--- config.mk ---
export PLATFORM = sky130hd
export DESIGN_NAME = polyphonic_voice_allocator_unit
export DESIGN_NICKNAME = d
export VERILOG_FILES = /design/src/hdl/pva_pkg.sv /design/src/hdl/pva_core.sv /design/src/hdl/polyphonic_voice_allocator_unit.sv
export SDC_FILE = /design/constraint.sdc
export NUM_CORES = 2
export LEC_CHECK = 0
export ABC_CLOCK_PERIOD_IN_PS = 7580
export BUFFER_PORTS_ARGS = -buffer_cell sky130_fd_sc_hd__buf_2
export CORE_ASPECT_RATIO = 0.75
export CORE_UTILIZATION = 45
export DETAILED_ROUTE_END_ITERATION = 8
export GPL_ROUTABILITY_DRIVEN = 0
export PLACE_DENSITY = 0.71
export SYNTH_ARGS = -nofsm -noshare
export SYNTH_HDL_FRONTEND = slang
export SYNTH_SLANG_ARGS = --single-unit
--- constraint.sdc ---
create_clock -name clk_i -period 7.58 [get_ports clk_i]
set_input_delay 0.758 -clock clk_i [delete_from_list [all_inputs] [get_ports clk_i]]
set_output_delay 0.758 -clock clk_i [all_outputs]
set_load 0.02 [all_outputs]
--- src/hdl/pva_pkg.sv ---
package pva_pkg;

  localparam int unsigned MaxVoices = 32;
  localparam int unsigned MaxInputs = 32;
  localparam int unsigned NoteW     = $clog2(MaxInputs);
  localparam int unsigned VoiceW    = $clog2(MaxVoices);
  localparam int unsigned CountW    = 6;

  localparam logic [CountW-1:0] NoVoice    = 6'h3F;
  localparam logic [15:0]       PitchReset = 16'h8000;

  localparam logic [1:0] KindStart = 2'd1;
  localparam logic [1:0] KindStop  = 2'd2;

  localparam logic [1:0] EvNone   = 2'd0;
  localparam logic [1:0] EvStart  = 2'd1;
  localparam logic [1:0] EvStop   = 2'd2;
  localparam logic [1:0] EvUpdate = 2'd3;

  localparam logic RegVoices = 1'b0;
  localparam logic RegInputs = 1'b1;

  localparam logic [CountW-1:0] VoicesReset = 6'd3;
  localparam logic [CountW-1:0] InputsReset = 6'd10;

  typedef struct packed {
    logic [VoiceW-1:0] voice_index;
    logic [1:0]        voice_event;
    logic [15:0]       voice_pitch;
    logic [14:0]       voice_velocity;
    logic              index_error;
  } res_t;

  function automatic logic [CountW-1:0] used_voices(input logic [CountW-1:0] v);
    logic [CountW-1:0] r;
    r = v;
    if (v == '0) r = CountW'(1);
    if (v > CountW'(MaxVoices)) r = CountW'(MaxVoices);
    return r;
  endfunction

  function automatic logic [CountW-1:0] used_inputs(input logic [CountW-1:0] n,
                                                    input logic [CountW-1:0] nv);
    logic [CountW-1:0] r;
    r = n;
    if (n > CountW'(MaxInputs)) r = CountW'(MaxInputs);
    if (r < nv) r = nv;
    return r;
  endfunction

endpackage

--- src/hdl/pva_core.sv ---
module pva_core (
  input  logic                       clk_i,
  input  logic                       rst_ni,
  input  logic                       clr_i,
  input  logic [pva_pkg::CountW-1:0] nv_i,
  input  logic [pva_pkg::CountW-1:0] ni_i,
  input  logic                       in_valid_i,
  output logic                       in_ready_o,
  input  logic [pva_pkg::NoteW-1:0]  input_index_i,
  input  logic [1:0]                 trigger_kind_i,
  input  logic [14:0]                velocity_i,
  input  logic [15:0]                note_pitch_i,
  output logic                       res_valid_o,
  input  logic                       res_take_i,
  output pva_pkg::res_t              res_o
);
  import pva_pkg::*;

  localparam logic [2:0] S_IDLE   = 3'd0;
  localparam logic [2:0] S_MOVE   = 3'd1;
  localparam logic [2:0] S_REMOVE = 3'd2;
  localparam logic [2:0] S_SCAN   = 3'd3;
  localparam logic [2:0] S_DROP   = 3'd4;
  localparam logic [2:0] S_ASSIGN = 3'd5;
  localparam logic [2:0] S_REPORT = 3'd6;
  localparam logic [2:0] S_DONE   = 3'd7;

  logic [2:0]        st_q, st_d;
  logic [CountW-1:0] idx_q, idx_d, k_q, k_d, held_q, held_d;
  logic [NoteW-1:0]  note_q, note_d, carry_q, carry_d, heir_q, heir_d;
  logic              heir_v_q, heir_v_d;
  logic [1:0]        kind_q, kind_d;
  logic [15:0]       pitch_q, pitch_d;
  logic [14:0]       vel_q, vel_d;
  logic [CountW-1:0] freed_q, freed_d;
  logic [MaxVoices-1:0] busy_q, busy_d, busy_init;
  res_t              res_q, res_d;

  logic [NoteW-1:0]  list_q [MaxInputs];
  logic [CountW-1:0] voice_q [MaxInputs];
  logic [15:0]       pst_q [MaxInputs];
  logic [14:0]       vst_q [MaxInputs];

  logic [NoteW-1:0]  l_rd;
  logic [CountW-1:0] v_rd, v_note, span;
  logic              lw_en, vw_en, pw_en, velw_en;
  logic [NoteW-1:0]  lw_addr, vw_addr;
  logic [NoteW-1:0]  lw_data;
  logic [CountW-1:0] vw_data;
  logic              fr_found;
  logic [VoiceW-1:0] fr_sel;

  assign l_rd   = list_q[idx_q[NoteW-1:0]];
  assign v_rd   = voice_q[l_rd];
  assign v_note = voice_q[note_q];
  assign span   = (held_q < nv_i) ? held_q : nv_i;

  always_comb begin
    for (int b = 0; b < MaxVoices; b++) begin
      busy_init[b] = (CountW'(b) >= nv_i);
    end
  end

  // lowest free voice
  always_comb begin
    fr_found = 1'b0;
    fr_sel   = '0;
    for (int b = MaxVoices - 1; b >= 0; b--) begin
      if (!busy_q[b]) begin
        fr_found = 1'b1;
        fr_sel   = VoiceW'(b);
      end
    end
  end

  always_comb begin
    st_d     = st_q;
    idx_d    = idx_q;
    k_d      = k_q;
    held_d   = held_q;
    note_d   = note_q;
    carry_d  = carry_q;
    heir_d   = heir_q;
    heir_v_d = heir_v_q;
    kind_d   = kind_q;
    pitch_d  = pitch_q;
    vel_d    = vel_q;
    freed_d  = freed_q;
    busy_d   = busy_q;
    res_d    = res_q;
    lw_en    = 1'b0;
    lw_addr  = idx_q[NoteW-1:0];
    lw_data  = carry_q;
    vw_en    = 1'b0;
    vw_addr  = l_rd;
    vw_data  = NoVoice;
    pw_en    = 1'b0;
    velw_en  = 1'b0;
    case (st_q)
      S_IDLE: begin
        if (in_valid_i) begin
          note_d   = input_index_i;
          carry_d  = input_index_i;
          kind_d   = trigger_kind_i;
          pitch_d  = note_pitch_i;
          vel_d    = velocity_i;
          heir_v_d = 1'b0;
          freed_d  = NoVoice;
          idx_d    = '0;
          k_d      = '0;
          res_d    = '0;
          if ({1'b0, input_index_i} >= ni_i) begin
            res_d.index_error = 1'b1;
            st_d = S_DONE;
          end else begin
            pw_en = 1'b1;
            case (trigger_kind_i)
              KindStart: begin
                velw_en = 1'b1;
                st_d    = S_MOVE;
              end
              KindStop: begin
                freed_d = voice_q[input_index_i];
                vw_en   = 1'b1;
                vw_addr = input_index_i;
                st_d    = S_REMOVE;
              end
              default: begin
                if (voice_q[input_index_i] < nv_i) begin
                  res_d.voice_event = EvUpdate;
                  res_d.voice_index = voice_q[input_index_i][VoiceW-1:0];
                  res_d.voice_pitch = note_pitch_i;
                end
                st_d = S_DONE;
              end
            endcase
          end
        end
      end
      S_MOVE: begin
        // shift the list down by one until the old place of the note
        if (idx_q < held_q) begin
          lw_en = 1'b1;
          if (l_rd == note_q) begin
            idx_d  = '0;
            busy_d = busy_init;
            st_d   = S_SCAN;
          end else begin
            carry_d = l_rd;
            idx_d   = idx_q + 1'b1;
          end
        end else begin
          if (held_q < CountW'(MaxInputs)) begin
            lw_en   = 1'b1;
            lw_addr = held_q[NoteW-1:0];
            held_d  = held_q + 1'b1;
          end
          idx_d  = '0;
          busy_d = busy_init;
          st_d   = S_SCAN;
        end
      end
      S_REMOVE: begin
        if (idx_q < held_q) begin
          if (l_rd != note_q) begin
            lw_en   = 1'b1;
            lw_addr = k_q[NoteW-1:0];
            lw_data = l_rd;
            k_d     = k_q + 1'b1;
          end
          idx_d = idx_q + 1'b1;
        end else begin
          held_d = k_q;
          idx_d  = '0;
          busy_d = busy_init;
          st_d   = S_SCAN;
        end
      end
      S_SCAN: begin
        if (idx_q < span) begin
          if (v_rd < nv_i) busy_d[v_rd[VoiceW-1:0]] = 1'b1;
          idx_d = idx_q + 1'b1;
        end else begin
          st_d = S_DROP;
        end
      end
      S_DROP: begin
        if (idx_q < held_q) begin
          vw_en = 1'b1;
          idx_d = idx_q + 1'b1;
        end else begin
          idx_d = '0;
          st_d  = S_ASSIGN;
        end
      end
      S_ASSIGN: begin
        if (idx_q < span) begin
          if (v_rd >= nv_i) begin
            vw_en = 1'b1;
            if (fr_found) begin
              vw_data        = {1'b0, fr_sel};
              busy_d[fr_sel] = 1'b1;
              if ({1'b0, fr_sel} == freed_q) begin
                heir_d   = l_rd;
                heir_v_d = 1'b1;
              end
            end
          end
          idx_d = idx_q + 1'b1;
        end else begin
          st_d = S_REPORT;
        end
      end
      S_REPORT: begin
        if (kind_q == KindStart) begin
          if (v_note < nv_i) begin
            res_d.voice_event    = EvStart;
            res_d.voice_index    = v_note[VoiceW-1:0];
            res_d.voice_pitch    = pitch_q;
            res_d.voice_velocity = vel_q;
          end
        end else if (freed_q < nv_i) begin
          res_d.voice_index = freed_q[VoiceW-1:0];
          if (heir_v_q) begin
            res_d.voice_event    = EvStart;
            res_d.voice_pitch    = pst_q[heir_q];
            res_d.voice_velocity = vst_q[heir_q];
          end else begin
            res_d.voice_event = EvStop;
            res_d.voice_pitch = pitch_q;
          end
        end
        st_d = S_DONE;
      end
      S_DONE: begin
        if (res_take_i) st_d = S_IDLE;
      end
      default: st_d = S_IDLE;
    endcase
  end

  always_ff @(posedge clk_i or negedge rst_ni) begin
    if (!rst_ni) begin
      st_q     <= S_IDLE;
      held_q   <= '0;
      heir_v_q <= 1'b0;
    end else begin
      st_q     <= st_d;
      heir_v_q <= heir_v_d;
      held_q   <= clr_i ? '0 : held_d;
    end
  end

  always_ff @(posedge clk_i or negedge rst_ni) begin
    if (!rst_ni) begin
      for (int i = 0; i < MaxInputs; i++) begin
        voice_q[i] <= NoVoice;
        pst_q[i]   <= PitchReset;
      end
    end else if (clr_i) begin
      for (int i = 0; i < MaxInputs; i++) begin
        voice_q[i] <= NoVoice;
        pst_q[i]   <= PitchReset;
      end
    end else begin
      if (vw_en) voice_q[vw_addr] <= vw_data;
      if (pw_en) pst_q[note_d] <= pitch_d;
    end
  end

  always_ff @(posedge clk_i) begin
    idx_q   <= idx_d;
    k_q     <= k_d;
    note_q  <= note_d;
    carry_q <= carry_d;
    heir_q  <= heir_d;
    kind_q  <= kind_d;
    pitch_q <= pitch_d;
    vel_q   <= vel_d;
    freed_q <= freed_d;
    busy_q  <= busy_d;
    res_q   <= res_d;
    if (lw_en) list_q[lw_addr] <= lw_data;
    if (velw_en) vst_q[note_d] <= vel_d;
  end

  assign in_ready_o  = (st_q == S_IDLE);
  assign res_valid_o = (st_q == S_DONE);
  assign res_o       = res_q;

endmodule

--- src/hdl/polyphonic_voice_allocator_unit.sv ---
// A pitch beat or an index error goes from idle straight to done in the core; the result is
// then registered in the output buffer that drives out_valid_o. A start beat walks the move,
// scan, drop, assign and report states; a stop beat replaces move with remove.
// One beat at a time: in_ready_o is low until the result is taken into the output buffer.
// Reset: no note held, all voices unassigned, all stored pitches at the lowest
// value, voices_in_use 3, inputs_in_use 10. A register write clears the first three again.
module polyphonic_voice_allocator_unit (
  input  logic                      clk_i,
  input  logic                      rst_ni,
  input  logic                      psel_i,
  input  logic                      penable_i,
  input  logic                      pwrite_i,
  input  logic [2:0]                paddr_i,
  input  logic [31:0]               pwdata_i,
  output logic [31:0]               prdata_o,
  output logic                      pready_o,
  input  logic                      in_valid_i,
  output logic                      in_ready_o,
  input  logic [pva_pkg::NoteW-1:0] input_index_i,
  input  logic [1:0]                trigger_kind_i,
  input  logic [14:0]               velocity_i,
  input  logic signed [15:0]        note_pitch_i,
  output logic                      out_valid_o,
  input  logic                      out_ready_i,
  output logic [pva_pkg::VoiceW-1:0] voice_index_o,
  output logic [1:0]                voice_event_o,
  output logic signed [15:0]        voice_pitch_o,
  output logic [14:0]               voice_velocity_o,
  output logic                      index_error_o
);
  import pva_pkg::*;

  logic [CountW-1:0] voices_q, inputs_q, nv, ni;
  logic              wr, res_valid, take, ov_q;
  res_t              res, out_q;

  assign wr       = psel_i & penable_i & pwrite_i;
  assign pready_o = 1'b1;
  assign prdata_o = (paddr_i[2] == RegInputs) ? {26'd0, inputs_q} : {26'd0, voices_q};

  always_ff @(posedge clk_i or negedge rst_ni) begin
    if (!rst_ni) begin
      voices_q <= VoicesReset;
      inputs_q <= InputsReset;
    end else if (wr) begin
      if (paddr_i[2] == RegVoices) voices_q <= pwdata_i[CountW-1:0];
      else inputs_q <= pwdata_i[CountW-1:0];
    end
  end

  assign nv = used_voices(voices_q);
  assign ni = used_inputs(inputs_q, nv);

  pva_core u_core (
    .clk_i          (clk_i),
    .rst_ni         (rst_ni),
    .clr_i          (wr),
    .nv_i           (nv),
    .ni_i           (ni),
    .in_valid_i     (in_valid_i),
    .in_ready_o     (in_ready_o),
    .input_index_i  (input_index_i),
    .trigger_kind_i (trigger_kind_i),
    .velocity_i     (velocity_i),
    .note_pitch_i   (note_pitch_i),
    .res_valid_o    (res_valid),
    .res_take_i     (take),
    .res_o          (res)
  );

  // hold the result beat until taken
  assign take = res_valid & (~ov_q | out_ready_i);

  always_ff @(posedge clk_i or negedge rst_ni) begin
    if (!rst_ni) begin
      ov_q <= 1'b0;
    end else if (take) begin
      ov_q <= 1'b1;
    end else if (out_ready_i) begin
      ov_q <= 1'b0;
    end
  end

  always_ff @(posedge clk_i) begin
    if (take) out_q <= res;
  end

  assign out_valid_o      = ov_q;
  assign voice_index_o    = out_q.voice_index;
  assign voice_event_o    = out_q.voice_event;
  assign voice_pitch_o    = out_q.voice_pitch;
  assign voice_velocity_o = out_q.voice_velocity;
  assign index_error_o    = out_q.index_error;

  a_busy_after_accept: assert property (@(posedge clk_i) disable iff (!rst_ni)
    (in_valid_i && in_ready_o) |=> !in_ready_o)
    else $error("input accepted while a beat is in work");

  a_error_no_event: assert property (@(posedge clk_i) disable iff (!rst_ni)
    (out_valid_o && index_error_o) |-> (voice_event_o == EvNone))
    else $error("event reported with index error");

  a_none_clean: assert property (@(posedge clk_i) disable iff (!rst_ni)
    (out_valid_o && voice_event_o == EvNone) |->
      (voice_index_o == '0 && voice_pitch_o == '0 && voice_velocity_o == '0))
    else $error("idle result carries data");

  a_velocity_start_only: assert property (@(posedge clk_i) disable iff (!rst_ni)
    (out_valid_o && voice_event_o != EvStart) |-> (voice_velocity_o == '0))
    else $error("velocity on a non-start event");

endmodule

Word level (Yosys, flattened, before mapping)
Memories as Yosys holds them, arrays and structs flattened. A register that Yosys moved wholly into a read port is not among the register bits.
Index checks and enable logic that the tools add are counted.
{"block": "op_classes", "n_addsub": 3, "order_cmp": 57, "n_eq_ne": 37, "n_mux": 200, "bitwise_logic": 15, "n_reduce_logical": 33}
{"cell": "$mux W512", "count": 2}
{"cell": "$bwmux W512", "count": 1}
{"cell": "$mux W192", "count": 2}
{"cell": "$mux W32", "count": 8}
{"cell": "$mux W5", "count": 50}
{"cell": "$bwmux W192", "count": 1}
{"cell": "$mux W6", "count": 28}
{"cell": "$pmux W32 S4", "count": 1}
{"cell": "$mux W38", "count": 3}
{"cell": "$ge A5 B6 Y1 const A", "count": 16}
{"cell": "$bmux W6 S5", "count": 3}
{"cell": "$bmux W16 S5", "count": 1}
{"cell": "$demux W16 S5", "count": 1}
{"cell": "$mux W16", "count": 5}
{"cell": "$pmux W38 S2", "count": 1}
{"cell": "$mux W23", "count": 3}
{"cell": "$or A32 B32 Y32", "count": 2}
{"cell": "$mux W1", "count": 63}
{"cell": "$ge A4 B6 Y1 const A", "count": 8}
{"cell": "$lt A6 B6 Y1", "count": 8}
{"cell": "$mux W15", "count": 3}
{"cell": "$mux W39", "count": 1}
{"cell": "$ge A6 B6 Y1 const B", "count": 6}
{"cell": "$not A5 Y6", "count": 6}
{"cell": "52 further kinds", "count": 122}
{"block": "word_totals", "ff_bits": 903, "ram_bits": 640, "in_bits": 80, "out_inout_bits": 74, "n_memories": 2}
{"name": "u_core.vst_q", "depth": 32, "width": 15, "rd": 1, "rd_clocked_by_memory_dff": 1, "wr": 1, "line": "pva_core.sv:42", "rtl": "logic [14:0] vst_q [MaxInputs];"}
{"name": "u_core.list_q", "depth": 32, "width": 5, "rd": 1, "rd_clocked_by_memory_dff": 1, "wr": 1, "line": "pva_core.sv:39", "rtl": "logic [NoteW-1:0] list_q [MaxInputs];"}

Longest topological paths before layout
{"block": "logic_depth", "ltp_word": 41, "depth_mapped": 32, "ltp_nobuf": 24}

By module
Synthesis repeated with hierarchy kept, for this count alone.
{"block": "hier_totals", "cells_unflattened": 5434, "hier_area_um2": 73137.6}
{"mod": "pva_core", "n_inst": 1, "cells_each": 5284, "area_per_inst_um2": 70873.0}
{"mod": "polyphonic_voice_allocator_unit", "n_inst": 1, "cells_each": 150, "area_per_inst_um2": 2264.7}

Worst setup path before layout
OpenSTA, ideal clock, no wires.
{"block": "synth_timing", "path_kind": "register to register", "start": "register (tool-made name)", "end": "register u_core.busy_q[0] (enable)", "setup_ps": 432, "arrival_ps": 5947, "slack_ps": 1201, "stages_incl_launch_ff": 28, "cell_sequence": "dfxtp_1 -> buf_2 -> buf_2 -> buf_2 -> mux2i_1 -> a22oi_1 -> nand3_1 -> nand2_1 -> nor2_2 -> inv_2 -> buf_2 -> buf_2 -> buf_1 -> clkbuf_1 -> nand2_1 -> nand3_1 -> o211ai_1 -> o311ai_0 -> o211ai_1 -> o21ai_0 -> ha_1 -> nand3_1 -> nor2_1 -> a221oi_1 -> o21ai_0 -> nor2_1 -> o211ai_1 -> a21oi_1"}
{"item": "end signal: assignment", "line": "pva_core.sv:281", "rtl": "busy_q <= busy_d;"}
{"item": "end: declaration", "line": "pva_core.sv:36", "rtl": "logic [MaxVoices-1:0] busy_q, busy_d, busy_init;"}

Worst setup path after layout
{"block": "layout_timing", "start": "register voices_q[5]", "end": "register u_core.voice_q[75] (netlist bit)"}
{"block": "layout_between", "elab_chain_cells": 17, "elab_cells_between_ends": 32}
{"item": "start: declaration", "line": "polyphonic_voice_allocator_unit.sv:33", "rtl": "logic [CountW-1:0] voices_q, inputs_q, nv, ni;"}
{"item": "start signal: assignment", "line": "polyphonic_voice_allocator_unit.sv:43", "rtl": "voices_q <= VoicesReset;"}
{"item": "start signal: assignment", "line": "polyphonic_voice_allocator_unit.sv:46", "rtl": "if (paddr_i[2] == RegVoices) voices_q <= pwdata_i[CountW-1:0];"}
{"item": "branches (longest 2 deep; another with $gt A6 B6 Y1)"}
{"item": "$mux W6 *", "line": "pva_pkg.sv:38", "rtl": "if (v > CountW'(MaxVoices)) r = CountW'(MaxVoices);"}
{"item": "$lt A6 B6 Y1", "line": "pva_pkg.sv:47", "rtl": "if (r < nv) r = nv;"}
{"item": "$mux W6", "line": "pva_pkg.sv:47"}
{"item": "$ge A5 B6 Y1", "line": "pva_core.sv:112", "rtl": "if ({1'b0, input_index_i} >= ni_i) begin"}
{"item": "$mux W5", "line": "pva_core.sv:112"}
{"item": "$mux W5", "line": "pva_core.sv:101", "rtl": "if (in_valid_i) begin"}
{"item": "$mux W5", "line": "pva_core.sv:99", "rtl": "case (st_q)"}
{"item": "$not A5 Y6 (not written as such)", "line": "pva_core.sv:266", "rtl": "if (vw_en) voice_q[vw_addr] <= vw_data;"}
{"item": "$ge A6 B6 Y1 (not written as such) / $lt A6 B1 Y1 (equally long branches)", "line": "pva_core.sv:266"}
{"item": "$logic_and A1 B1 Y1 (not written as such)", "line": "pva_core.sv:266"}
{"item": "$mux W6 (not written as such)", "line": "pva_core.sv:266"}
{"item": "$demux W6 S5", "line": "pva_core.sv:266"}
{"item": "$bwmux W192", "line": "pva_core.sv:266"}
{"item": "$mux W192", "line": "pva_core.sv:266"}
{"item": "$mux W192", "line": "pva_core.sv:260", "rtl": "end else if (clr_i) begin"}
{"item": "end signal: indexed assignment", "line": "pva_core.sv:257", "rtl": "voice_q[i] <= NoVoice;"}
{"item": "end signal: indexed assignment", "line": "pva_core.sv:262", "rtl": "voice_q[i] <= NoVoice;"}
{"item": "end signal: indexed assignment", "line": "pva_core.sv:266"}
{"item": "end: declaration", "line": "pva_core.sv:40", "rtl": "logic [CountW-1:0] voice_q [MaxInputs];"}
Mark *: on every way between the ends. The select of a mux whose other input is x is not followed.
A chain may end at the register's enable or synchronous reset.

==> run summary <==
run status: finished, final reports clean
Worst IR Drop VDD: 301.9 uV
area fraction of the dominant cell type after synthesis: 32.11%
worst path arrival time: 7.72 ns
quantity of gates resized following cts: 0
Setup TNS: 0 ns
minimum clock period: 6.998 ns
Placement Rows: 127
DRC violations left: 0
post-route clock period utilization: 92.32%
clock buffers created by TritonCTS: 155
crit end category: flip-flop
via density per instance: 6.235
PnR worst setup slack: 0.5818 ns
Overall Global Routing Usage: 23.72%
leading register cell type out of synthesis: sky130_fd_sc_hd__edfxtp_1
1st-iter DRT viols: 6,219
Post-synth EDFFs: 780
vertical die dimension: 350.7 um
pin count of the biggest net entering global routing: 260
classification of the worst-slack hold path: in -> async
Worst Path Class, Setup: reg -> reg
Syn. warnings: 0
number of antenna violations at the first check in global routing: 6
wire length of the first global-routing pass: 294,800 um
number of buffers added to fix hold violations after cts: 0
number of nets at the end of the flow: 5,473
critical path required time: 8.30 ns
ys async rst share: 46.81%
clock-pin slew on the worst setup and hold paths: 0.06 ns
post-synthesis cell type count: 86
Post-CTS Setup Bufs: 0
HPWL reported at the end of detailed placement: 120,500 um
final-report setup violation count: 0
Sinks on Clock Net: 1,553
CP startpoint kind: flip-flop
worst clock skew: 0.03075 ns
area of the die: 0.1637 mm2
pre-CTS worst setup slack: 0.8739 ns
clock latency on the worst-skew pair: 0.81 ns
initial cell density of the core: 45.49%
number of endpoints with negative hold slack in the final report: 0
I/O pin count: 154
number of synthesized register bits: 1,553
CP delay by family, top: compound AO/OA/AOI/OAI gates
slew at the pin with the worst max-slew slack: 1.405 ns
cell type contributing the most total cell area after synthesis: sky130_fd_sc_hd__edfxtp_1
Max H-tree Level: 4
vias in the first global route: 46,330
post-detailed-route wirelength per cell: 25.62 um
residual antenna-violating net count after detailed routing: 0
horizontal die dimension: 466.9 um
max-capacitance violation count: 0
Seq/Total Area, Yosys: 58.71%
unrepaired setup endpoints after global routing: false
mean post-synth cell area: 13.47 um2
overall routed net length: 194,800 um
number of max-slew violations in the final report: 0
highest clock rate: 142.9 MHz
router iterations before antenna repair: 7
Std-Cell Core Area: 0.1603 mm2
clock tree from TritonCTS: built
Post-Synthesis Cells: 5,414
total via count after detailed routing: 47,400
input/output buffers: 98
layout-stage area growth over the synthesis result: 11.13%
mapped cell area: 0.07294 mm2
Critical Path, Cell by Cell: nor2_1, inv_1, ha_1, a2111oi_0, o21bai_1, a21oi_1, o21ai_0, ha_1, nand2b_1, a21o_1, a21o_1, a21oi_1, nor2b_1, o221ai_1, buf_4, nand3_1, o32ai_2, nand2_1, mux2i_1
ranking of synthesized cells by area: sky130_fd_sc_hd__edfxtp_1, sky130_fd_sc_hd__dfrtp_1, sky130_fd_sc_hd__mux4_2, sky130_fd_sc_hd__dfstp_2, sky130_fd_sc_hd__a211oi_1
share of final-layout standard cells stronger than drive strength 1: 24.64%
cell types with the highest counts after synthesis: sky130_fd_sc_hd__nor2_1, sky130_fd_sc_hd__edfxtp_1, sky130_fd_sc_hd__a211oi_1
sum of buffers and inverters on the critical path: 2
biggest fanout along the worst timing path: 20
cell at the slowest stage of the critical path: sky130_fd_sc_hd__dfrtp_1
CTS max path bufs: 3
sum of overflow across all layers after global routing: 0
CTS Root Cell: sky130_fd_sc_hd__clkbuf_16
most frequently used cell type in the post-synthesis netlist: sky130_fd_sc_hd__nor2_1
ratio of total power to cell area: 334.4 mW/mm2
stage delay of the slowest cell on the critical path: 0.85 ns
leakage: 30.30 nW
relative max-transition margin: 5.954%
## cells in the final DEF (no fill, tap or decap), types with 16 or more instances in the layout
cell                        Yosys  routed
sky130_fd_sc_hd__nor2_1       829     811
sky130_fd_sc_hd__edfxtp_1     780     780
sky130_fd_sc_hd__a211oi_1     516     516
sky130_fd_sc_hd__dfrtp_1      499     499
sky130_fd_sc_hd__mux4_2       459     459
sky130_fd_sc_hd__nand2_1      280     280
sky130_fd_sc_hd__mux2i_1      294     277
sky130_fd_sc_hd__dfstp_2      228     228
sky130_fd_sc_hd__clkbuf_16      0     161
sky130_fd_sc_hd__o21ai_0      139     139
sky130_fd_sc_hd__buf_4         30     132
sky130_fd_sc_hd__nand3_1      124     123
sky130_fd_sc_hd__buf_2         33      96
sky130_fd_sc_hd__a21oi_1       80      73
sky130_fd_sc_hd__mux2_2        71      71
sky130_fd_sc_hd__inv_1         59      59
sky130_fd_sc_hd__ha_1          52      52
sky130_fd_sc_hd__and2_1        48      48
sky130_fd_sc_hd__o22ai_1       44      44
sky130_fd_sc_hd__dfxtp_1       46      39
sky130_fd_sc_hd__clkbuf_1     383      35
sky130_fd_sc_hd__nand2b_1      27      27
sky130_fd_sc_hd__conb_1         2      27
sky130_fd_sc_hd__nor3_1        46      26
sky130_fd_sc_hd__clkinv_2       0      25
sky130_fd_sc_hd__nor2b_1       23      22
sky130_fd_sc_hd__nor3_2         0      20
sky130_fd_sc_hd__clkinv_1       3      18
sky130_fd_sc_hd__clkbuf_8       0      18
sky130_fd_sc_hd__mux2i_4        1      16
## final cells by class
type                       count  area (um2)
inverter                      68       256.5
multi-input combinational   3321       28380
tap                         2128        2663
antenna                        3       7.507
sequential                  1553       42830
timing repair buffer         242        1747
clock buffer                 214        4408
fill                       13200       79270
clock inverter                73       758.2
## worst register-to-register path, delay by kind of cell, from the launching register on
kind	cells	cell delay, ns
compound gates	9	2.83
fa+ha+maj	2	0.61
buf+inv	2	0.66
flops	1	0.85
mux	1	0.33
simple gates	5	1.65
## path summary, 6_finish.rpt
| kind | endpoint | depth (start not counted) | from | slack, ns |
|---|---|---|---|---|
| setup / recovery | u_core.voice_q[75] | 19 | voices_q[5] | 0.58 |
| hold / removal | u_core.pst_q[221] | 1 | rst_ni | 0.11 |
| setup reg to reg | u_core.voice_q[75] | 19 | voices_q[5] | 0.58 |
| hold reg to reg | voice_velocity_o[6] | 0 | u_core.res_o[7] | 0.42 |
| max in group asynchronous | u_core.pst_q[98] | 2 | rst_ni | 5.82 |
| min in group clk_i | u_core.kind_q[0] | 1 | trigger_kind_i[0] | 0.18 |
## stage by stage
stage	hold WS [ns]	cell area (um2)	instances	total power [mW]	utilization, %
floorplan	0.4003	73030	5439	16.23	-
global placement	0.4045	75880	7312	18.98	47.33
detailed placement	0.4045	75880	7312	19.17	47.33
CTS	0.07492	81050	7599	26.94	50.55
global route	0.1303	81050	7600	28.10	50.55
finish	0.1073	81060	7602	27.10	50.56
## routing by layer
metal  global-route usage, %  vias to the layer above  share of wire, %
li1                        -                    20420                 -
met1                   33.86                    24230                41
met2                   36.32                     2382                46
met3                   5.020                      367               9.5
met4                   7.550                        2               2.9
met5                       0                        -            0.0062
## cell families after synthesis
family / share of synthesized area (%)
buffers and inverters: 3.160
other: 0.01030
and+or+nand+nor: 8.565
muxes: 19.55
AOI/OAI and AO/OA: 8.934
xor gates and xnor gates: 0.1784
adders and majority gates: 0.8920
DFF: 58.71
## state kept, by name (all words and copies together) (netlist names), 6 cells and up, named ones only
signal and count:
u_core.res_o 39, u_core.list_q 160, voices_q 6, u_core.vst_q 480, u_core.k_q 6, u_core.pitch_q 16, inputs_q 6, voice_velocity_o 15
u_core.vel_q 15, voice_pitch_o 16, u_core.pst_q 512, u_core.idx_q 6, u_core.freed_q 6, u_core.busy_q 32, u_core.voice_q 192, u_core.held_q 6
## where the power goes
part / switching, mW / total [mW] / internal [mW]
logic: 5.79 / 8.35 / 2.56
clock network: 3.37 / 7.79 / 4.42
registers: 0.692 / 11.0 / 10.3
Power figures use the tool's default switching activity.
